### config.mk
export PLATFORM = sky130hd
export DESIGN_NAME = activity_temp_mount_classifier_flat
export DESIGN_NICKNAME = d
export VERILOG_FILES = /design/src/hdl/atmc_pkg.sv /design/src/hdl/atmc_sample_if.sv /design/src/hdl/atmc_regs.sv /design/src/hdl/atmc_ctrl.sv /design/src/hdl/atmc_dp.sv /design/src/hdl/activity_temp_mount_classifier.sv /design/src/flat_wrapper.sv
export SDC_FILE = /design/constraint.sdc
export NUM_CORES = 1
export LEC_CHECK = 0
export ABC_CLOCK_PERIOD_IN_PS = 16800
export BUFFER_PORTS_ARGS = -buffer_cell sky130_fd_sc_hd__buf_2
export CORE_UTILIZATION = 35
export CTS_CLUSTER_DIAMETER = 40
export DETAILED_ROUTE_END_ITERATION = 6
export GPL_ROUTABILITY_DRIVEN = 1
export PLACE_DENSITY = 0.51
export SYNTH_ARGS = -nofsm -noshare
export SYNTH_HDL_FRONTEND = slang
export SYNTH_SLANG_ARGS = --single-unit
### constraint.sdc
create_clock -name i_clk -period 16.8 [get_ports i_clk]
set_input_delay 1.68 -clock i_clk [delete_from_list [all_inputs] [get_ports i_clk]]
set_output_delay 1.68 -clock i_clk [all_outputs]
set_load 0.005 [all_outputs]
### src/hdl/atmc_pkg.sv
// Package for the activity / temperature / mount classifier.
// Types, field widths, register codes and reset values shared by every file.
// No dependencies.
package atmc_pkg;

    localparam int TEMP_W     = 12;
    localparam int PRESS_W    = 12;
    localparam int MAG_W      = 16;
    localparam int CNT_W      = 8;
    localparam int LVL_W      = 2;
    localparam int APB_DATA_W = 32;
    localparam int APB_ADDR_W = 5;
    localparam int REG_IDX_W  = APB_ADDR_W - 2;

    localparam logic [MAG_W-1:0] MAG_MAX = {MAG_W{1'b1}};

    localparam logic [MAG_W-1:0]          RST_HIGH_LEVEL  = 16'd4096;
    localparam logic [MAG_W-1:0]          RST_MED_LEVEL   = 16'd3072;
    localparam logic signed [TEMP_W-1:0]  RST_TEMP_LEVEL  = 12'sd632;
    localparam logic [PRESS_W-1:0]        RST_PRESS_LEVEL = 12'd2048;
    localparam logic [CNT_W-1:0]          RST_ALERT_COUNT = 8'd5;

    typedef enum logic [LVL_W-1:0] {
        LVL_NONE      = 2'd0,
        LVL_POSSIBLE  = 2'd1,
        LVL_PROBABLE  = 2'd2,
        LVL_CONFIRMED = 2'd3
    } t_level;

    typedef enum logic [REG_IDX_W-1:0] {
        REG_HIGH_LEVEL  = 3'd0,
        REG_MED_LEVEL   = 3'd1,
        REG_TEMP_LEVEL  = 3'd2,
        REG_PRESS_LEVEL = 3'd3,
        REG_ALERT_COUNT = 3'd4
    } t_reg_idx;

    typedef struct packed {
        logic [MAG_W-1:0]         high_level;
        logic [MAG_W-1:0]         med_level;
        logic signed [TEMP_W-1:0] temp_level;
        logic [PRESS_W-1:0]       press_level;
        logic [CNT_W-1:0]         alert_count;
    } t_cfg;

    typedef enum logic [1:0] {
        AXIS_X = 2'd0,
        AXIS_Y = 2'd1,
        AXIS_Z = 2'd2
    } t_axis;

    typedef enum logic [1:0] {
        ST_IDLE   = 2'd0,
        ST_SQUARE = 2'd1,
        ST_ROOT   = 2'd2,
        ST_FINISH = 2'd3
    } t_state;

    // controller -> datapath
    typedef struct packed {
        logic  load;     // capture sample, clear accumulators
        logic  sq_mul;   // square the selected axis
        t_axis sq_sel;
        logic  sq_acc;   // add last square into the sum
        logic  rt_step;  // one root iteration
        logic  fin;      // grade, update counter, load result
    } t_cmd;

    // datapath / output side -> controller
    typedef struct packed {
        logic out_full;
        logic out_take;
    } t_sts;

endpackage

### src/hdl/atmc_sample_if.sv
// Sample and result channel interfaces for the classifier.
// Depends on atmc_pkg for field widths.
interface atmc_sample_if import atmc_pkg::*; #(
    parameter int ACCEL_WIDTH = 16
) ();
    logic                          valid;
    logic                          ready;
    logic signed [ACCEL_WIDTH-1:0] accel_x;
    logic signed [ACCEL_WIDTH-1:0] accel_y;
    logic signed [ACCEL_WIDTH-1:0] accel_z;
    logic signed [TEMP_W-1:0]      temperature;
    logic [PRESS_W-1:0]            pressure_reading;

    modport source (output valid, accel_x, accel_y, accel_z, temperature, pressure_reading,
                    input ready);
    modport sink   (input valid, accel_x, accel_y, accel_z, temperature, pressure_reading,
                    output ready);
endinterface

interface atmc_result_if import atmc_pkg::*; ();
    logic               valid;
    logic               ready;
    logic [LVL_W-1:0]   level;
    logic               high_activity;
    logic               temperature_high;
    logic               mount_seen;
    logic [MAG_W-1:0]   magnitude;
    logic [CNT_W-1:0]   activity_count;

    modport source (output valid, level, high_activity, temperature_high, mount_seen,
                    magnitude, activity_count, input ready);
    modport sink   (input valid, level, high_activity, temperature_high, mount_seen,
                    magnitude, activity_count, output ready);
endinterface

### src/hdl/atmc_regs.sv
// APB register file for the classifier thresholds.
// Depends on atmc_pkg.
module atmc_regs import atmc_pkg::*; (
    input  logic                  i_clk,
    input  logic                  i_rst_n,
    input  logic                  i_psel,
    input  logic                  i_penable,
    input  logic                  i_pwrite,
    input  logic [APB_ADDR_W-1:0] i_paddr,
    input  logic [APB_DATA_W-1:0] i_pwdata,
    output logic [APB_DATA_W-1:0] o_prdata,
    output logic                  o_pready,
    output t_cfg                  o_cfg
);

    t_cfg     r_cfg;
    t_cfg     n_cfg;
    t_reg_idx w_idx;
    logic     w_wr;

    assign w_idx    = t_reg_idx'(i_paddr[APB_ADDR_W-1:2]);
    assign w_wr     = i_psel & i_penable & i_pwrite;
    assign o_pready = 1'b1;
    assign o_cfg    = r_cfg;

    always_comb begin
        n_cfg = r_cfg;
        if (w_wr) begin
            unique case (w_idx)
                REG_HIGH_LEVEL:  n_cfg.high_level  = i_pwdata[MAG_W-1:0];
                REG_MED_LEVEL:   n_cfg.med_level   = i_pwdata[MAG_W-1:0];
                REG_TEMP_LEVEL:  n_cfg.temp_level  = $signed(i_pwdata[TEMP_W-1:0]);
                REG_PRESS_LEVEL: n_cfg.press_level = i_pwdata[PRESS_W-1:0];
                REG_ALERT_COUNT: n_cfg.alert_count = i_pwdata[CNT_W-1:0];
                default: ;  // unmapped, dropped
            endcase
        end
    end

    always_comb begin
        unique case (w_idx)
            REG_HIGH_LEVEL:  o_prdata = APB_DATA_W'(r_cfg.high_level);
            REG_MED_LEVEL:   o_prdata = APB_DATA_W'(r_cfg.med_level);
            REG_TEMP_LEVEL:  o_prdata = APB_DATA_W'($signed(r_cfg.temp_level));
            REG_PRESS_LEVEL: o_prdata = APB_DATA_W'(r_cfg.press_level);
            REG_ALERT_COUNT: o_prdata = APB_DATA_W'(r_cfg.alert_count);
            default:         o_prdata = '0;
        endcase
    end

    always_ff @(posedge i_clk) begin
        if (!i_rst_n) begin
            r_cfg.high_level  <= RST_HIGH_LEVEL;
            r_cfg.med_level   <= RST_MED_LEVEL;
            r_cfg.temp_level  <= RST_TEMP_LEVEL;
            r_cfg.press_level <= RST_PRESS_LEVEL;
            r_cfg.alert_count <= RST_ALERT_COUNT;
        end else begin
            r_cfg <= n_cfg;
        end
    end

endmodule

### src/hdl/atmc_ctrl.sv
// Sequencing state machine: squaring, root iterations, result hand-off.
// Depends on atmc_pkg.
module atmc_ctrl import atmc_pkg::*; #(
    parameter int ACCEL_WIDTH = 16
) (
    input  logic i_clk,
    input  logic i_rst_n,
    input  logic i_in_valid,
    input  t_sts i_sts,
    output logic o_in_ready,
    output t_cmd o_cmd
);

    localparam int STEP_W = $clog2((ACCEL_WIDTH > 4) ? ACCEL_WIDTH : 4);
    localparam logic [STEP_W-1:0] SQ_LAST   = STEP_W'(3);
    localparam logic [STEP_W-1:0] ROOT_LAST = STEP_W'(ACCEL_WIDTH - 1);

    t_state            r_state;
    t_state            n_state;
    logic [STEP_W-1:0] r_step;
    logic [STEP_W-1:0] n_step;
    logic              w_out_free;

    assign w_out_free = !i_sts.out_full || i_sts.out_take;

    // next state
    always_comb begin
        n_state = r_state;
        n_step  = r_step;
        unique case (r_state)
            ST_IDLE: begin
                n_step = '0;
                if (i_in_valid) begin
                    n_state = ST_SQUARE;
                end
            end
            ST_SQUARE: begin
                if (r_step == SQ_LAST) begin
                    n_state = ST_ROOT;
                    n_step  = '0;
                end else begin
                    n_step = r_step + STEP_W'(1);
                end
            end
            ST_ROOT: begin
                if (r_step == ROOT_LAST) begin
                    n_state = ST_FINISH;
                    n_step  = '0;
                end else begin
                    n_step = r_step + STEP_W'(1);
                end
            end
            ST_FINISH: begin
                if (w_out_free) begin
                    n_state = ST_IDLE;
                end
            end
            default: n_state = ST_IDLE;
        endcase
    end

    // outputs
    always_comb begin
        o_in_ready     = 1'b0;
        o_cmd          = '0;
        o_cmd.sq_sel   = AXIS_X;
        unique case (r_state)
            ST_IDLE: begin
                o_in_ready = 1'b1;
                o_cmd.load = i_in_valid;
            end
            ST_SQUARE: begin
                o_cmd.sq_mul = (r_step != SQ_LAST);
                o_cmd.sq_sel = t_axis'(r_step[1:0]);
                o_cmd.sq_acc = (r_step != '0);
            end
            ST_ROOT: begin
                o_cmd.rt_step = 1'b1;
            end
            ST_FINISH: begin
                o_cmd.fin = w_out_free;
            end
            default: ;
        endcase
    end

    always_ff @(posedge i_clk) begin
        if (!i_rst_n) begin
            r_state <= ST_IDLE;
            r_step  <= '0;
        end else begin
            r_state <= n_state;
            r_step  <= n_step;
        end
    end

endmodule

### src/hdl/atmc_dp.sv
// Datapath: shared squarer, accumulator, bit-per-cycle square root,
// threshold compares, activity counter and result register. Depends on atmc_pkg.
module atmc_dp import atmc_pkg::*; #(
    parameter int ACCEL_WIDTH = 16,
    parameter int COUNTER_MAX = 255
) (
    input  logic                          i_clk,
    input  logic                          i_rst_n,
    input  t_cmd                          i_cmd,
    input  t_cfg                          i_cfg,
    input  logic signed [ACCEL_WIDTH-1:0] i_accel_x,
    input  logic signed [ACCEL_WIDTH-1:0] i_accel_y,
    input  logic signed [ACCEL_WIDTH-1:0] i_accel_z,
    input  logic signed [TEMP_W-1:0]      i_temperature,
    input  logic [PRESS_W-1:0]            i_pressure,
    input  logic                          i_out_ready,
    output logic                          o_out_valid,
    output logic [LVL_W-1:0]              o_level,
    output logic                          o_high_activity,
    output logic                          o_temperature_high,
    output logic                          o_mount_seen,
    output logic [MAG_W-1:0]              o_magnitude,
    output logic [CNT_W-1:0]              o_activity_count
);

    localparam int AW    = ACCEL_WIDTH;
    localparam int SUM_W = 2 * AW;            // 3 * 2^(2AW-2) still fits
    localparam int REM_W = AW + 2;
    localparam int RW    = (AW > MAG_W) ? AW : MAG_W;
    localparam logic [CNT_W-1:0] CNT_MAX = CNT_W'(COUNTER_MAX);

    // captured sample
    logic signed [AW-1:0]      r_ax, r_ay, r_az;
    logic signed [TEMP_W-1:0]  r_temp;
    logic [PRESS_W-1:0]        r_press;
    // arithmetic
    logic [SUM_W-1:0]          r_prod;
    logic [SUM_W-1:0]          r_sum;
    logic [REM_W-1:0]          r_rem;
    logic [AW-1:0]             r_root;
    logic [CNT_W-1:0]          r_cnt;
    logic [CNT_W-1:0]          n_cnt;
    // result word
    logic                      r_ovalid;
    t_level                    r_level;
    t_level                    n_level;
    logic                      r_hi, r_temp_hi, r_mount;
    logic [MAG_W-1:0]          r_mag;

    logic signed [AW-1:0]      w_op;
    logic [AW-1:0]             w_abs;
    logic [SUM_W-1:0]          w_sq;
    logic [REM_W+1:0]          w_rem_sh;
    logic [REM_W+1:0]          w_trial;
    logic [REM_W+1:0]          w_diff;
    logic                      w_ge;
    logic [RW-1:0]             w_root_ext;
    logic [MAG_W-1:0]          w_mag;
    logic                      w_hi, w_med, w_temp_hi, w_mount, w_alert;
    logic [CNT_W-1:0]          w_cnt_c;

    // squarer, one axis per cycle
    always_comb begin
        unique case (i_cmd.sq_sel)
            AXIS_X:  w_op = r_ax;
            AXIS_Y:  w_op = r_ay;
            default: w_op = r_az;
        endcase
    end
    assign w_abs = w_op[AW-1] ? AW'(-w_op) : AW'(w_op);
    assign w_sq  = w_abs * w_abs;

    // restoring root: two radicand bits in, one root bit out
    assign w_rem_sh = {r_rem, r_sum[SUM_W-1 -: 2]};
    assign w_trial  = {2'b00, r_root, 2'b01};
    assign w_ge     = (w_rem_sh >= w_trial);
    assign w_diff   = w_rem_sh - w_trial;

    // grading
    assign w_root_ext = RW'(r_root);
    assign w_mag      = (w_root_ext > RW'(MAG_MAX)) ? MAG_MAX : w_root_ext[MAG_W-1:0];
    assign w_hi       = (w_mag >= i_cfg.high_level);
    assign w_med      = (w_mag >= i_cfg.med_level);
    assign w_temp_hi  = ($signed(r_temp) >= $signed(i_cfg.temp_level));
    assign w_mount    = (r_press >= i_cfg.press_level);
    assign w_cnt_c    = (r_cnt > CNT_MAX) ? CNT_MAX : r_cnt;

    always_comb begin
        n_cnt = w_cnt_c;
        if (w_hi) begin
            if (w_cnt_c < CNT_MAX) n_cnt = w_cnt_c + CNT_W'(1);
        end else begin
            if (w_cnt_c != '0) n_cnt = w_cnt_c - CNT_W'(1);
        end
    end

    assign w_alert = (n_cnt >= i_cfg.alert_count);

    always_comb begin
        priority if (w_mount && (w_med || w_temp_hi)) begin
            n_level = LVL_CONFIRMED;
        end else if (w_alert && w_temp_hi) begin
            n_level = LVL_PROBABLE;
        end else if (w_alert || w_temp_hi || w_mount) begin
            n_level = LVL_POSSIBLE;
        end else begin
            n_level = LVL_NONE;
        end
    end

    // control state
    always_ff @(posedge i_clk) begin
        if (!i_rst_n) begin
            r_ovalid <= 1'b0;
            r_cnt    <= '0;
        end else begin
            if (i_cmd.fin) begin
                r_ovalid <= 1'b1;
                r_cnt    <= n_cnt;
            end else if (i_out_ready) begin
                r_ovalid <= 1'b0;
            end
        end
    end

    // payload
    always_ff @(posedge i_clk) begin
        if (i_cmd.load) begin
            r_ax    <= i_accel_x;
            r_ay    <= i_accel_y;
            r_az    <= i_accel_z;
            r_temp  <= i_temperature;
            r_press <= i_pressure;
            r_sum   <= '0;
            r_rem   <= '0;
            r_root  <= '0;
        end else begin
            if (i_cmd.sq_acc) begin
                r_sum <= r_sum + r_prod;
            end
            if (i_cmd.rt_step) begin
                r_sum  <= r_sum << 2;
                r_root <= {r_root[AW-2:0], w_ge};
                r_rem  <= w_ge ? w_diff[REM_W-1:0] : w_rem_sh[REM_W-1:0];
            end
        end
        if (i_cmd.sq_mul) begin
            r_prod <= w_sq;
        end
        if (i_cmd.fin) begin
            r_level   <= n_level;
            r_hi      <= w_hi;
            r_temp_hi <= w_temp_hi;
            r_mount   <= w_mount;
            r_mag     <= w_mag;
        end
    end

    assign o_out_valid        = r_ovalid;
    assign o_level            = r_level;
    assign o_high_activity    = r_hi;
    assign o_temperature_high = r_temp_hi;
    assign o_mount_seen       = r_mount;
    assign o_magnitude        = r_mag;
    assign o_activity_count   = r_cnt;

endmodule

### src/hdl/activity_temp_mount_classifier.sv
// Top level of the activity / temperature / mount classifier.
// Depends on atmc_pkg, atmc_sample_if, atmc_result_if, atmc_regs, atmc_ctrl, atmc_dp.

// Takes one sensor sample word at a time and returns one result word per sample.
// A sample is taken in the idle state, squared axis by axis through one shared
// ACCEL_WIDTH x ACCEL_WIDTH multiplier, run through the bit-per-cycle square
// root and graded in the finish state; only then does the block return to idle,
// so it takes no new sample until the last one has been graded. The result sits
// in an output register; the next sample is accepted while it waits, and the
// block only holds in its finish state if the previous result has still not
// been taken. The sample interface must be built with the same ACCEL_WIDTH.
// Thresholds sit on the APB port, byte address 4*n (paddr[1:0] is ignored):
// 0 high activity level, 1 medium activity level, 2 temperature level (signed,
// sign-extended on read), 3 pressure level, 4 alert count; other word indices
// read zero and ignore writes. Write them only while idle. The high-activity
// counter saturates at COUNTER_MAX and is clamped to it before each update.
module activity_temp_mount_classifier import atmc_pkg::*; #(
    parameter int ACCEL_WIDTH = 16,
    parameter int COUNTER_MAX = 255
) (
    input  logic                  i_clk,
    input  logic                  i_rst_n,
    atmc_sample_if.sink           i_sample,
    atmc_result_if.source         o_result,
    input  logic                  psel,
    input  logic                  penable,
    input  logic                  pwrite,
    input  logic [APB_ADDR_W-1:0] paddr,
    input  logic [APB_DATA_W-1:0] pwdata,
    output logic [APB_DATA_W-1:0] prdata,
    output logic                  pready
);

    t_cfg w_cfg;
    t_cmd w_cmd;
    t_sts w_sts;
    logic w_out_valid;

    atmc_regs u_regs (
        .i_clk     (i_clk),
        .i_rst_n   (i_rst_n),
        .i_psel    (psel),
        .i_penable (penable),
        .i_pwrite  (pwrite),
        .i_paddr   (paddr),
        .i_pwdata  (pwdata),
        .o_prdata  (prdata),
        .o_pready  (pready),
        .o_cfg     (w_cfg)
    );

    // result register status back to the sequencer
    assign w_sts.out_full = w_out_valid;
    assign w_sts.out_take = w_out_valid & o_result.ready;

    atmc_ctrl #(
        .ACCEL_WIDTH (ACCEL_WIDTH)
    ) u_ctrl (
        .i_clk      (i_clk),
        .i_rst_n    (i_rst_n),
        .i_in_valid (i_sample.valid),
        .i_sts      (w_sts),
        .o_in_ready (i_sample.ready),
        .o_cmd      (w_cmd)
    );

    atmc_dp #(
        .ACCEL_WIDTH (ACCEL_WIDTH),
        .COUNTER_MAX (COUNTER_MAX)
    ) u_dp (
        .i_clk              (i_clk),
        .i_rst_n            (i_rst_n),
        .i_cmd              (w_cmd),
        .i_cfg              (w_cfg),
        .i_accel_x          (i_sample.accel_x),
        .i_accel_y          (i_sample.accel_y),
        .i_accel_z          (i_sample.accel_z),
        .i_temperature      (i_sample.temperature),
        .i_pressure         (i_sample.pressure_reading),
        .i_out_ready        (o_result.ready),
        .o_out_valid        (w_out_valid),
        .o_level            (o_result.level),
        .o_high_activity    (o_result.high_activity),
        .o_temperature_high (o_result.temperature_high),
        .o_mount_seen       (o_result.mount_seen),
        .o_magnitude        (o_result.magnitude),
        .o_activity_count   (o_result.activity_count)
    );

    assign o_result.valid = w_out_valid;

endmodule

### src/flat_wrapper.sv
// flat-port wrapper written by rule: the top's interface ports become plain ports
module activity_temp_mount_classifier_flat import atmc_pkg::*;
#(
    parameter int ACCEL_WIDTH = 16,
    parameter int COUNTER_MAX = 255
)
  (i_clk, i_rst_n, psel, penable, pwrite, paddr, pwdata, prdata, pready, i_sample_valid, i_sample_accel_x, i_sample_accel_y, i_sample_accel_z, i_sample_temperature, i_sample_pressure_reading, i_sample_ready, o_result_valid, o_result_level, o_result_high_activity, o_result_temperature_high, o_result_mount_seen, o_result_magnitude, o_result_activity_count, o_result_ready);
  atmc_sample_if #(.ACCEL_WIDTH(ACCEL_WIDTH)) i_sample_i ();
  atmc_result_if o_result_i ();
  input  logic i_clk;
  input  logic i_rst_n;
  input  logic psel;
  input  logic penable;
  input  logic pwrite;
  input  logic [APB_ADDR_W-1:0] paddr;
  input  logic [APB_DATA_W-1:0] pwdata;
  output logic [APB_DATA_W-1:0] prdata;
  output logic pready;
  input wire logic [$bits(i_sample_i.valid)-1:0] i_sample_valid;
  input wire logic [$bits(i_sample_i.accel_x)-1:0] i_sample_accel_x;
  input wire logic [$bits(i_sample_i.accel_y)-1:0] i_sample_accel_y;
  input wire logic [$bits(i_sample_i.accel_z)-1:0] i_sample_accel_z;
  input wire logic [$bits(i_sample_i.temperature)-1:0] i_sample_temperature;
  input wire logic [$bits(i_sample_i.pressure_reading)-1:0] i_sample_pressure_reading;
  output wire logic [$bits(i_sample_i.ready)-1:0] i_sample_ready;
  output wire logic [$bits(o_result_i.valid)-1:0] o_result_valid;
  output wire logic [$bits(o_result_i.level)-1:0] o_result_level;
  output wire logic [$bits(o_result_i.high_activity)-1:0] o_result_high_activity;
  output wire logic [$bits(o_result_i.temperature_high)-1:0] o_result_temperature_high;
  output wire logic [$bits(o_result_i.mount_seen)-1:0] o_result_mount_seen;
  output wire logic [$bits(o_result_i.magnitude)-1:0] o_result_magnitude;
  output wire logic [$bits(o_result_i.activity_count)-1:0] o_result_activity_count;
  input wire logic [$bits(o_result_i.ready)-1:0] o_result_ready;
  assign i_sample_i.valid = i_sample_valid;
  assign i_sample_i.accel_x = i_sample_accel_x;
  assign i_sample_i.accel_y = i_sample_accel_y;
  assign i_sample_i.accel_z = i_sample_accel_z;
  assign i_sample_i.temperature = i_sample_temperature;
  assign i_sample_i.pressure_reading = i_sample_pressure_reading;
  assign i_sample_ready = i_sample_i.ready;
  assign o_result_valid = o_result_i.valid;
  assign o_result_level = o_result_i.level;
  assign o_result_high_activity = o_result_i.high_activity;
  assign o_result_temperature_high = o_result_i.temperature_high;
  assign o_result_mount_seen = o_result_i.mount_seen;
  assign o_result_magnitude = o_result_i.magnitude;
  assign o_result_activity_count = o_result_i.activity_count;
  assign o_result_i.ready = o_result_ready;
  activity_temp_mount_classifier #(.ACCEL_WIDTH(ACCEL_WIDTH), .COUNTER_MAX(COUNTER_MAX)) u_core (.i_clk(i_clk), .i_rst_n(i_rst_n), .i_sample(i_sample_i), .o_result(o_result_i), .psel(psel), .penable(penable), .pwrite(pwrite), .paddr(paddr), .pwdata(pwdata), .prdata(prdata), .pready(pready));
endmodule
## Word-level counts from Yosys, hierarchy flattened

Index checks and enable logic that the tools add are counted.

- Register bits: 270
- Latch bits: 0
- RAM bits: 0
- Memory bits (read-only): 0
- Input port bits: 116
- Output and inout port bits: 64
- Logic and storage cells: 110
- Memories kept: 0

- $add $sub $neg: 6
- Multipliers: 1
- Div/mod/pow operators: 0
- Magnitude comparators: 9
- Eq/ne operators: 15
- Shift-type cells: 0
- Multiplexer cells: 28
- Bitwise logic cells: 3
- Reductions and logical operators: 23

Operators by type and width:

| operator | count |
|---|---|
| $pmux 32 s5 | 1 |
| $mux 32 | 2 |
| $add 32x32->32 | 1 |
| $ge 16x16->1 | 2 |
| $mul 16x16->32 | 1 |
| $mux 16 | 2 |
| $mux 8 | 4 |
| $pmux 16 s2 | 1 |
| $ge 12x12->1 | 2 |
| $ge 20x18->1 | 1 |
| $mux 18 | 1 |
| $sub 18x18->18 | 1 |
| $gt 16x16->1 const B | 1 |
| $neg 16->16 | 1 |
| $mux 4 | 3 |
| $pmux 4 s3 | 1 |
| $reduce_and 2->1 | 5 |
| $add 8x1->8 const B | 1 |
| $ge 8x8->1 | 1 |
| $gt 8x8->1 const B | 1 |
| $lt 8x8->1 const B | 1 |
| $mux 1 | 8 |
| $mux 2 | 4 |
| $ne 2x2->1 const B | 4 |
| 23 further kinds | 35 |

## Logic depth before layout (Yosys ltp)

Gate-level depths: netlist of the first run.

- Depth in word-level cells: 10
- Gate-level depth with buffers: 40
- Mapped depth without buffers: 36

## Modules after synthesis

Synthesis of the first run repeated with hierarchy kept, for this count alone.

- Cells, all modules: 2423
- Area total of the unflattened synthesis: 22754.3 sq um

Modules (own cells, without submodules):

| module | times used | cells an instance | area each (sq um) | seq. area each (sq um) |
|---|---|---|---|---|
| atmc_dp | 1 | 2039 | 19093.3 | 5225.0 |
| atmc_regs | 1 | 326 | 3174.3 | 1281.2 |
| atmc_ctrl | 1 | 57 | 480.5 | 120.1 |
| activity_temp_mount_classifier | 1 | 1 | 6.3 | 0.0 |

## Least setup slack after synthesis of the first run

Ideal clock, no wire load.

- Path type: register to register
- Start point: register u_core.u_ctrl.r_state[1]
- End point: register u_core.u_dp.r_prod[30] (data pin)
- Library setup time: 264 ps
- Arrival: 8382 ps
- Data required time: 16536 ps
- Setup slack: 8155 ps
- Stages on the path, launching flop included: 35
- Buffers on the path: 4
- Period minus slack after synthesis: 8645 ps
- Cell sequence: dfxtp_1 inv_1 ha_1 buf_4 buf_2 nand3_1 a21oi_1 a221o_1 buf_2 inv_1 clkbuf_1 ha_1 nor3b_2 nand2_1 o21bai_2 xnor2_1 nand2_1 fa_1 inv_1 fa_1 fa_1 fa_1 fa_1 inv_1 fa_1 inv_1 ha_1 a2111o_1 a211o_1 a211oi_1 nand3_1 a31oi_1 a21oi_1 a221oi_1 xnor2_1

- Word-level cells in the longest chain between the ends: 7
- Elaborated cells on any way between the ends: 8
- Classes of those cells: 1 x add/sub; 1 x mul; 2 x eq/ne; 3 x mux; 1 x reduce/logical

RTL lines:

| item | RTL line | RTL |
|---|---|---|
| start, declared | atmc_ctrl.sv:18 | `t_state r_state;` |
| start signal, assigned | atmc_ctrl.sv:92 | `r_state <= n_state;` |
| $eq 2x1->1 * | atmc_ctrl.sv:67 | `unique case (r_state)` |
| $mux 4 * | atmc_ctrl.sv:67 |  |
| $eq 2x1->1 or $logic_not 2->1 (tied branches) | atmc_dp.sv:64 | `unique case (i_cmd.sq_sel)` |
| $pmux 16 s2 * | atmc_dp.sv:64 |  |
| $neg 16->16 | atmc_dp.sv:70 | `assign w_abs = w_op[AW-1] ? AW'(-w_op) : AW'(w_op);` |
| $mux 16 * | atmc_dp.sv:70 |  |
| via u_core.u_dp.w_abs[0] | atmc_dp.sv:51 | `logic [AW-1:0] w_abs;` |
| $mul 16x16->32 * | atmc_dp.sv:71 | `assign w_sq = w_abs * w_abs;` |
| via u_core.u_dp.w_sq[30] | atmc_dp.sv:52 | `logic [SUM_W-1:0] w_sq;` |
| end signal, assigned | atmc_dp.sv:148 | `r_prod <= w_sq;` |
| end, declared | atmc_dp.sv:37 | `logic [SUM_W-1:0] r_prod;` |

Mark *: on every way through the listed nets, which the timed path passes. The rest lies on a longest branch.
A chain may end at the register's enable or synchronous reset.

## Final worst setup path of the first run

- Start point: register u_core.u_ctrl.r_state[1]
- End point: register u_core.u_dp.r_prod[31] (data pin)

- Word-level cells in the longest chain between the ends: 7
- Elaborated cells on any way between the ends: 8
- Classes of those cells: 1 x add/sub; 1 x mul; 2 x eq/ne; 3 x mux; 1 x reduce/logical

RTL lines:

| item | RTL line |
|---|---|
| $eq 2x1->1 * | atmc_ctrl.sv:67 |
| $mux 4 * | atmc_ctrl.sv:67 |
| $eq 2x1->1 or $logic_not 2->1 (tied branches) | atmc_dp.sv:64 |
| $pmux 16 s2 * | atmc_dp.sv:64 |
| $neg 16->16 | atmc_dp.sv:70 |
| $mux 16 * | atmc_dp.sv:70 |
| $mul 16x16->32 * | atmc_dp.sv:71 |
| via u_core.u_dp.w_sq[31] | atmc_dp.sv:52 |

Marks and branches as above.

==> impl_metrics.json, run 1 <==
{
  "drtAntennaViolNets": 0,
  "cpMostUsedCell": "fa_1",
  "htreeDepth": 2,
  "finClkSkew_ns": 0.0597,
  "crit_required_ns": 17.07,
  "synth_warnings": 0,
  "hp-class": "flip-flop to flip-flop",
  "io_pins": 180,
  "cts_setup_buffers": 0,
  "cpPeakStageDelay_ns": 0.60,
  "fin_nets": 3076,
  "ys_ff_latch": 269,
  "fin_tns_setup_ns": 0,
  "async_flop_share_pct": 0,
  "routed_wl_mm": 56.8,
  "fill_cells": 6245,
  "clock_latency_ns": 0.61,
  "ys_seq_area_share_pct": 29.9,
  "dpl.hpwl_mm": 44.1,
  "drive_above_1_share_pct": 12.4,
  "die_w_um": 254,
  "clock_tree.buffer_depth": 3,
  "routed_via_density": 4.97,
  "fmax_mhz": 92.8,
  "worst_slack_ns": 6.02,
  "wl_met1_mm": 25.7,
  "cts_tree": "built",
  "post-route-drc-count": 0,
  "utilization_pct": 41.2,
  "initial_core_util_pct": 35.7,
  "register_area_um2": 6630,
  "wl_met3_mm": 1.94,
  "crit_type": "flip-flop to flip-flop",
  "avgSynthCellArea_um2": 9.13,
  "worstPathArrival_ns": 11.05,
  "syn2layout_area_growth_pct": 15.4,
  "io_buffers": 160,
  "antenna_found_initial": 0,
  "path_max_fanout": 28,
  "synth_cells": 2428,
  "antenna_cells": 0,
  "track_usage_pct": 18.0,
  "wl_met2_mm": 27.4,
  "status": "finished clean",
  "grt_pass1_vias": 17700,
  "grt_max_degree": 73,
  "ys.flop_type": "dfxtp_1",
  "rows": 91,
  "drt-initial-drc-count": 903,
  "cts_resized": 0,
  "clkSinkCount": 269,
  "setup_viol": 0,
  "cap_viol_max_count": 0,
  "netlist_area_um2": 22200,
  "place_congestion": 0.862,
  "hold_violations": 0,
  "layout_min_cycle_time_ns": 10.78,
  "grt_pass1_wl_mm": 92.0,
  "worstSetupStartpointType": "flip-flop",
  "die_h_um": 254,
  "max_slew.worst_pin.slew_ns": 1.15,
  "rsz0062_at_grt": "false",
  "dr.max_layer_used": "met4",
  "clockRootBuffer": "clkbuf_16",
  "slew_headroom_pct": 23.5,
  "critPathSlowestCell": "xnor2_1",
  "place_ws_ns": 6.01,
  "grt_overflow": 0,
  "period_share_pct": 64.2,
  "holdBufCountCts": 0,
  "firstDrtPassIters": 5,
  "ys_types": 80,
  "multiInputGateArea_um2": 13800,
  "cts-buffers-inserted": 51,
  "die_area_um2": 64400,
  "vias": 17200,
  "cp-end-kind": "flip-flop",
  "slew_viol_final": 0,
  "path_clk_slew_ns": 0.05,
  "synth-edff-count": 124,
  "wl_per_cell_um": 16.4,
  "core_um2": 62200
}
-- synthesized netlist by cell type (16+ instances only) --
master	instances	area [µm²]
inv_1	348	1310
nand2_1	268	1010
ha_1	223	2790
a21oi_1	213	1070
nor2_1	188	706
fa_1	165	3300
dfxtp_1	145	2900
edfxtp_1	124	3720
o21ai_0	72	360
clkbuf_1	70	263
a21o_1	60	450
xnor2_1	60	526
mux2i_1	55	551
nand3_1	34	170
a211oi_1	29	218
nor3_1	29	145
xor2_1	23	201
buf_4	19	143
nand2b_1	19	119
o22ai_1	19	119
o211ai_1	18	135
nor2b_1	16	100
-- stage by stage --
step                      hold WS (ns)  instance area (µm²)  cells
after CTS                        0.457                25600   3452
final                            0.454                25600   3452
after global placement           0.447                23800   3356
after floorplan                  0.436                22200   2439
after detailed placement         0.450                23800   3356
after global routing             0.501                25600   3452
-- logic make-up (layout without fill, tap and decap cells) --
logic type	count (synthesis)	in the layout	synth area share, %
AO/OA/AOI/OAI	518	518	14.7
XOR/XNOR	89	89	3.77
adder cells (fa/ha/maj)	388	388	27.5
buffers and inverters	460	636	8.16
flip-flops	269	269	29.9
multiplexers	65	65	3.14
other	2	13	0.0339
AND/OR/NAND/NOR	637	637	12.9
-- worst paths after layout --
kind	cells past startpoint	slack, ns	from	to
worst max-delay path	35	6.02	u_core.u_ctrl.r_state[1]	u_core.u_dp.r_prod[31]
worst min-delay path	2	0.45	u_core.u_regs.o_cfg[59]	u_core.u_regs.o_cfg[59]
worst max register to register	35	6.02	u_core.u_ctrl.r_state[1]	u_core.u_dp.r_prod[31]
worst min register to register	2	0.45	u_core.u_regs.o_cfg[59]	u_core.u_regs.o_cfg[59]
-- metal layers --
layer	vias up	GRT usage, %
li1	8469	-
met1	8279	22.9
met2	315	31.2
met3	105	2.33
met4	0	6.16
met5	-	0
-- sequential cells by signal, indices dropped and copies added, names as in the netlist --
register                        flops
u_core.u_ctrl.r_state               2
u_core.u_ctrl.r_step                4
u_core.u_dp.o_activity_count        8
u_core.u_dp.o_high_activity         1
u_core.u_dp.o_level                 2
u_core.u_dp.o_magnitude            16
u_core.u_dp.o_mount_seen            1
u_core.u_dp.o_out_valid             1
u_core.u_dp.o_temperature_high      1
u_core.u_dp.r_ax                   16
u_core.u_dp.r_ay                   16
u_core.u_dp.r_az                   16
u_core.u_dp.r_press                12
u_core.u_dp.r_prod                 31
u_core.u_dp.r_rem                  18
u_core.u_dp.r_root                 16
u_core.u_dp.r_sum                  32
u_core.u_dp.r_temp                 12
u_core.u_regs.o_cfg                64
-- cells in the final DEF, fill, tap and decap left out, drive strengths merged, types with 6 or more instances in the layout --
master | netlist | layout
a211oi | 29 | 29
a221o | 8 | 8
nor2 | 189 | 189
o22ai | 19 | 19
o21bai | 14 | 14
edfxtp | 124 | 124
nand4 | 10 | 10
conb | 2 | 13
mux2i | 55 | 55
ha | 223 | 223
nand3b | 9 | 9
o21ai | 77 | 77
clkinvlp | 0 | 6
clkinv | 0 | 16
buf | 29 | 179
xor2 | 25 | 25
o211ai | 18 | 18
mux2 | 7 | 7
a21o | 60 | 60
nand3 | 34 | 34
inv | 361 | 370
dfxtp | 145 | 145
a221oi | 9 | 9
a21oi | 214 | 214
nand2 | 269 | 269
o21a | 15 | 15
and3 | 15 | 15
fa | 165 | 165
o31ai | 6 | 6
clkbuf | 70 | 60
nor3b | 6 | 6
o211a | 6 | 6
nor2b | 16 | 16
xnor2 | 64 | 64
nor3 | 29 | 29
a31oi | 11 | 11
and2 | 14 | 14
or3 | 11 | 11
nand2b | 19 | 19
-- critical path, delay by kind of cell (launching register included) --
family / cells / cell delay, ns
XOR/XNOR: 2 / 0.76
buffers and inverters: 9 / 1.55
AND/OR/NAND/NOR: 4 / 1.12
adder cells (fa/ha/maj): 9 / 3.91
AO/OA/AOI/OAI: 11 / 2.70
flip-flops: 1 / 0.37
-- layout make-up --
type,count,area share [%]
multi-input combinational,1710,54.0
sequential,269,25.9
clock buffer,60,5.33
inverter,361,5.31
tap,837,4.09
timing repair buffer,179,3.69
clock inverter,36,1.69
Power of run 1 is left out: the tool's default activity adds up to more than one toggle a clock period on the data nets, which glitch-free logic cannot reach.
==> inputs of run 2 (changes only) <==
--- a/config.mk
+++ b/config.mk
@@ -5,7 +5,7 @@
 export SDC_FILE = /design/constraint.sdc
 export NUM_CORES = 1
 export LEC_CHECK = 0
-export ABC_CLOCK_PERIOD_IN_PS = 16800
+export ABC_CLOCK_PERIOD_IN_PS = 10300
 export BUFFER_PORTS_ARGS = -buffer_cell sky130_fd_sc_hd__buf_2
 export CORE_UTILIZATION = 35
 export CTS_CLUSTER_DIAMETER = 40
==> constraint.sdc (replaced) <==
create_clock -name i_clk -period 10.3 [get_ports i_clk]
set_input_delay 1.03 -clock i_clk [delete_from_list [all_inputs] [get_ports i_clk]]
set_output_delay 1.03 -clock i_clk [all_outputs]
set_load 0.005 [all_outputs]
==> impl_metrics.json, run 2 (synthesis results as in run 1) <==
{
  "status": "finished clean",
  "cpMostUsedCell": "fa_1",
  "fin_tns_setup_ns": 0,
  "setup_viol": 0,
  "layout_commonest_cell": "inv_1",
  "clock_latency_ns": 0.59,
  "grt_pass1_wl_mm": 93.3,
  "mostFrequentLayoutCells": "inv_1, nand2_1, ha_1, a21oi_1, nor2_1",
  "final_cell_count_no_fill": 3461,
  "fin_nets": 3085,
  "vias": 17200,
  "layout_min_cycle_time_ns": 9.58,
  "hold_violations": 0,
  "crit_buf_inv": 6,
  "io_buffers": 160,
  "path_clk_slew_ns": 0.06,
  "placed_cells": 3365,
  "path_max_fanout": 11,
  "crit_family": "adder cells",
  "firstDrtPassIters": 6,
  "die_w_um": 254,
  "finClkSkew_ns": 0.0345,
  "clkSinkCount": 269,
  "crit_required_ns": 10.59,
  "place_congestion": 0.874,
  "routed_wl_mm": 57.1,
  "crit_type": "flip-flop to flip-flop",
  "slew_viol_final": 0,
  "io_pins": 180,
  "drt-initial-drc-count": 814,
  "post-route-drc-count": 0,
  "core_um2": 62200,
  "drive_above_1_share_pct": 12.8,
  "dpl-instance-area_um2": 23900,
  "dpl.hpwl_mm": 44.4,
  "cap_viol_max_count": 0,
  "max_slew.worst_pin.slew_ns": 1.10,
  "hp-class": "flip-flop to flip-flop",
  "fin_area_um2": 25700,
  "routed_via_density": 4.98,
  "clock_tree.buffer_depth": 3,
  "clockRootBuffer": "clkbuf_16",
  "grt_overflow": 0,
  "worstSetupStartpointType": "flip-flop",
  "worstPathArrival_ns": 9.87,
  "wl_per_cell_um": 16.5,
  "syn2layout_area_growth_pct": 15.7,
  "antenna_found_initial": 0,
  "die_h_um": 254,
  "largest_reg_flops": 64,
  "cpPeakStageDelay_ns": 0.60,
  "rsz0062_at_grt": "false",
  "cts-buffers-inserted": 51,
  "grt_pass1_vias": 17800,
  "initial_core_util_pct": 35.7,
  "cts_setup_buffers": 0,
  "antenna_cells": 0,
  "period_share_pct": 93.0,
  "cp-end-kind": "flip-flop",
  "drtAntennaViolNets": 0,
  "fmax_mhz": 104,
  "slew_headroom_pct": 26.4,
  "grt_max_degree": 73,
  "track_usage_pct": 18.1,
  "die_area_um2": 64400,
  "cts_tree": "built",
  "critPathSlowestCell": "or4_4",
  "rows": 91,
  "htreeDepth": 2
}
==> run 2: path summary, 6_finish.rpt <==
path | from | slack [ns] | cells past startpoint | endpoint
max | u_core.u_ctrl.r_state[1] | 0.72 | 33 | u_core.u_dp.r_prod[31]
min | u_core.u_regs.o_cfg[59] | 0.46 | 2 | u_core.u_regs.o_cfg[59]
max reg2reg | u_core.u_ctrl.r_state[1] | 0.72 | 33 | u_core.u_dp.r_prod[31]
min reg2reg | u_core.u_regs.o_cfg[59] | 0.46 | 2 | u_core.u_regs.o_cfg[59]
==> run 2: final cells by class <==
class	instances	area [µm²]
clock buffers	60	1370
clock inverters	36	409
fillers	6221	36500
inverters	361	1360
multi-input cells	1710	13800
flip-flops and latches	269	6630
well taps	837	1050
repair buffers	188	1010
==> run 2: stage by stage <==
| step | util, % | hold slack, ns | setup slack (ns) |
|---|---|---|---|
| 2_1_floorplan | - | 0.436 | 1.65 |
| 3_3_place_gp | 38.4 | 0.447 | 0.612 |
| 3_5_place_dp | 38.4 | 0.455 | 0.415 |
| 4_1_cts | 41.2 | 0.463 | 0.373 |
| 5_1_grt | 41.3 | 0.497 | 0.0557 |
| 6_report | 41.3 | 0.456 | 0.719 |
==> run 2: layer usage <==
layer  routed length [µm]  up-vias  share of wire, %  track usage, %
li1                     -     8480                 -               -
met1                25200     8279                44            23.0
met2                28200      391                49            32.2
met3                 2580       84               4.5            2.37
met4                 1130        0               2.0            4.96
met5                    0        -                 0               0
==> run 2: repair_timing <==
| item | CTS | global route |
|---|---|---|
| endpoints found under the setup margin | 0 | 3 |
| hold buffers | 0 | 0 |
| resized for setup | 0 | 3 |
==> run 2: worst reg2reg max path, delay by kind of cell, from the launching register on <==
family | cells | cell delay, ns
fa+ha+maj | 8 | 3.95
xor+xnor | 2 | 0.54
simple gates | 5 | 1.35
buf+inv | 6 | 0.73
compound gates | 12 | 2.35
flops | 1 | 0.37
Power of run 2 is left out for the same reason.
==> inputs of run 3 (changes only) <==
--- a/config.mk
+++ b/config.mk
@@ -7,11 +7,11 @@
 export LEC_CHECK = 0
 export ABC_CLOCK_PERIOD_IN_PS = 10300
 export BUFFER_PORTS_ARGS = -buffer_cell sky130_fd_sc_hd__buf_2
-export CORE_UTILIZATION = 35
+export CORE_UTILIZATION = 25
 export CTS_CLUSTER_DIAMETER = 40
 export DETAILED_ROUTE_END_ITERATION = 6
 export GPL_ROUTABILITY_DRIVEN = 1
-export PLACE_DENSITY = 0.51
+export PLACE_DENSITY = 0.4
 export SYNTH_ARGS = -nofsm -noshare
 export SYNTH_HDL_FRONTEND = slang
 export SYNTH_SLANG_ARGS = --single-unit
==> impl_metrics.json, run 3 (synthesis results as in run 1) <==
{
  "status": "finished clean",
  "path_max_fanout": 13,
  "cpMostUsedCell": "fa_1",
  "cts_tree": "built",
  "layout_commonest_cell": "inv_1",
  "clockRootBuffer": "clkbuf_16",
  "cts-buffers-inserted": 52,
  "clock_latency_ns": 0.60,
  "path_clk_slew_ns": 0.06,
  "cp-end-kind": "flip-flop",
  "clock_tree.buffer_depth": 3,
  "cpPeakStageDelay_ns": 0.59,
  "setup_viol": 0,
  "die_area_um2": 89900,
  "slew_viol_final": 0,
  "drt-initial-drc-count": 773,
  "drtAntennaViolNets": 0,
  "dr.max_layer_used": "met4",
  "wl_met1_mm": 27.5,
  "dpl.hpwl_mm": 48.0,
  "io_pins": 180,
  "worstPathArrival_ns": 9.76,
  "crit_family": "adder cells",
  "largest_reg_flops": 64,
  "mostFrequentLayoutCells": "inv_1, nand2_1, ha_1, a21oi_1, nor2_1",
  "crit_buf_inv": 4,
  "cap_viol_max_count": 0,
  "die_h_um": 300,
  "critPathSlowestCell": "or4_4",
  "die_w_um": 300,
  "initial_core_util_pct": 25.4,
  "syn2layout_area_growth_pct": 17.7,
  "period_share_pct": 91.7,
  "wl_met2_mm": 29.4,
  "io_buffers": 160,
  "drive_above_1_share_pct": 13.0,
  "routed_via_density": 4.51,
  "grt_pass1_vias": 18000,
  "slew_headroom_pct": 21.3,
  "grt_max_degree": 70,
  "place_congestion": 0.825,
  "hold_violations": 0,
  "vias": 17100,
  "firstDrtPassIters": 5,
  "fin_tns_setup_ns": 0,
  "finClkSkew_ns": 0.0294,
  "fin_nets": 3093,
  "core_um2": 87300,
  "max_slew.worst_pin.slew_ns": 1.18,
  "rsz0062_at_grt": "false",
  "htreeDepth": 2,
  "crit_type": "flip-flop to flip-flop",
  "crit_required_ns": 10.62,
  "worstSetupStartpointType": "flip-flop",
  "wl_per_cell_um": 16.0,
  "wl_met3_mm": 2.08,
  "hp-class": "flip-flop to flip-flop",
  "grt_overflow": 0,
  "grt_pass1_wl_mm": 97.5,
  "antenna_found_initial": 2,
  "track_usage_pct": 13.6,
  "clkSinkCount": 269,
  "cts_setup_buffers": 0,
  "fmax_mhz": 106,
  "routed_wl_mm": 60.5,
  "layout_min_cycle_time_ns": 9.44,
  "rows": 108,
  "post-route-drc-count": 0
}
[run 3: cell count changes in the layout (fill, tap and decap cells not counted), moves of 3 or more]
| cell | delta |
|---|---|
| bufinv_16 | -3 |
| inv_6 | -10 |
| buf_4 | +7 |
| inv_8 | +3 |
| clkbuf_1 | +3 |
| clkbuf_16 | +3 |
[run 3: layer usage]
metal | global-route usage [%] | vias to the layer above
li1 | - | 8523
met1 | 17.2 | 8215
met2 | 23.7 | 264
met3 | 1.97 | 77
met4 | 4.03 | 0
met5 | 0 | -
[run 3: cell type report]
cell class              count  area, µm²
clock inverters            30        318
inverters                 361       1360
multi-input cells        1710      13800
diodes                      1       2.50
clock buffers              66       1460
well taps                1155       1450
flip-flops and latches    269       6630
fillers                  9310      61200
repair buffers            195       1060
[run 3: metrics by stage]
stage               instances  util [%]  worst slack [ns]  cell area [µm²]  hold WS [ns]
global route             3787      29.9             0.222            26100         0.496
finish                   3787      29.9             0.859            26100         0.464
global placement         3690      27.8             0.742            24300         0.445
floorplan                2439         -              1.65            22200         0.436
CTS                      3786      29.9             0.573            26100         0.468
detailed placement       3690      27.8             0.624            24300         0.460
[run 3: worst paths after layout]
check | start | to | slack (ns) | depth (start not counted)
setup reg to reg | u_core.u_ctrl.r_state[1] | u_core.u_dp.r_prod[30] | 0.86 | 29
hold / removal | u_core.u_regs.o_cfg[59] | u_core.u_regs.o_cfg[59] | 0.46 | 2
setup / recovery | u_core.u_ctrl.r_state[1] | u_core.u_dp.r_prod[30] | 0.86 | 29
hold reg to reg | u_core.u_regs.o_cfg[59] | u_core.u_regs.o_cfg[59] | 0.46 | 2
[run 3: repair_timing]
item | CTS | global route
endpoints found under the setup margin | 0 | 1
gates resized for setup | 0 | 1
hold buffers | 0 | 0
[run 3: worst min-delay path, delay by kind of cell (launching register included)]
kind / cells / cell delay (ns)
AO/OA/AOI/OAI: 1 / 0.06
AND/OR/NAND/NOR: 1 / 0.05
flip-flops: 1 / 0.31
Power of run 3 is left out for the same reason.
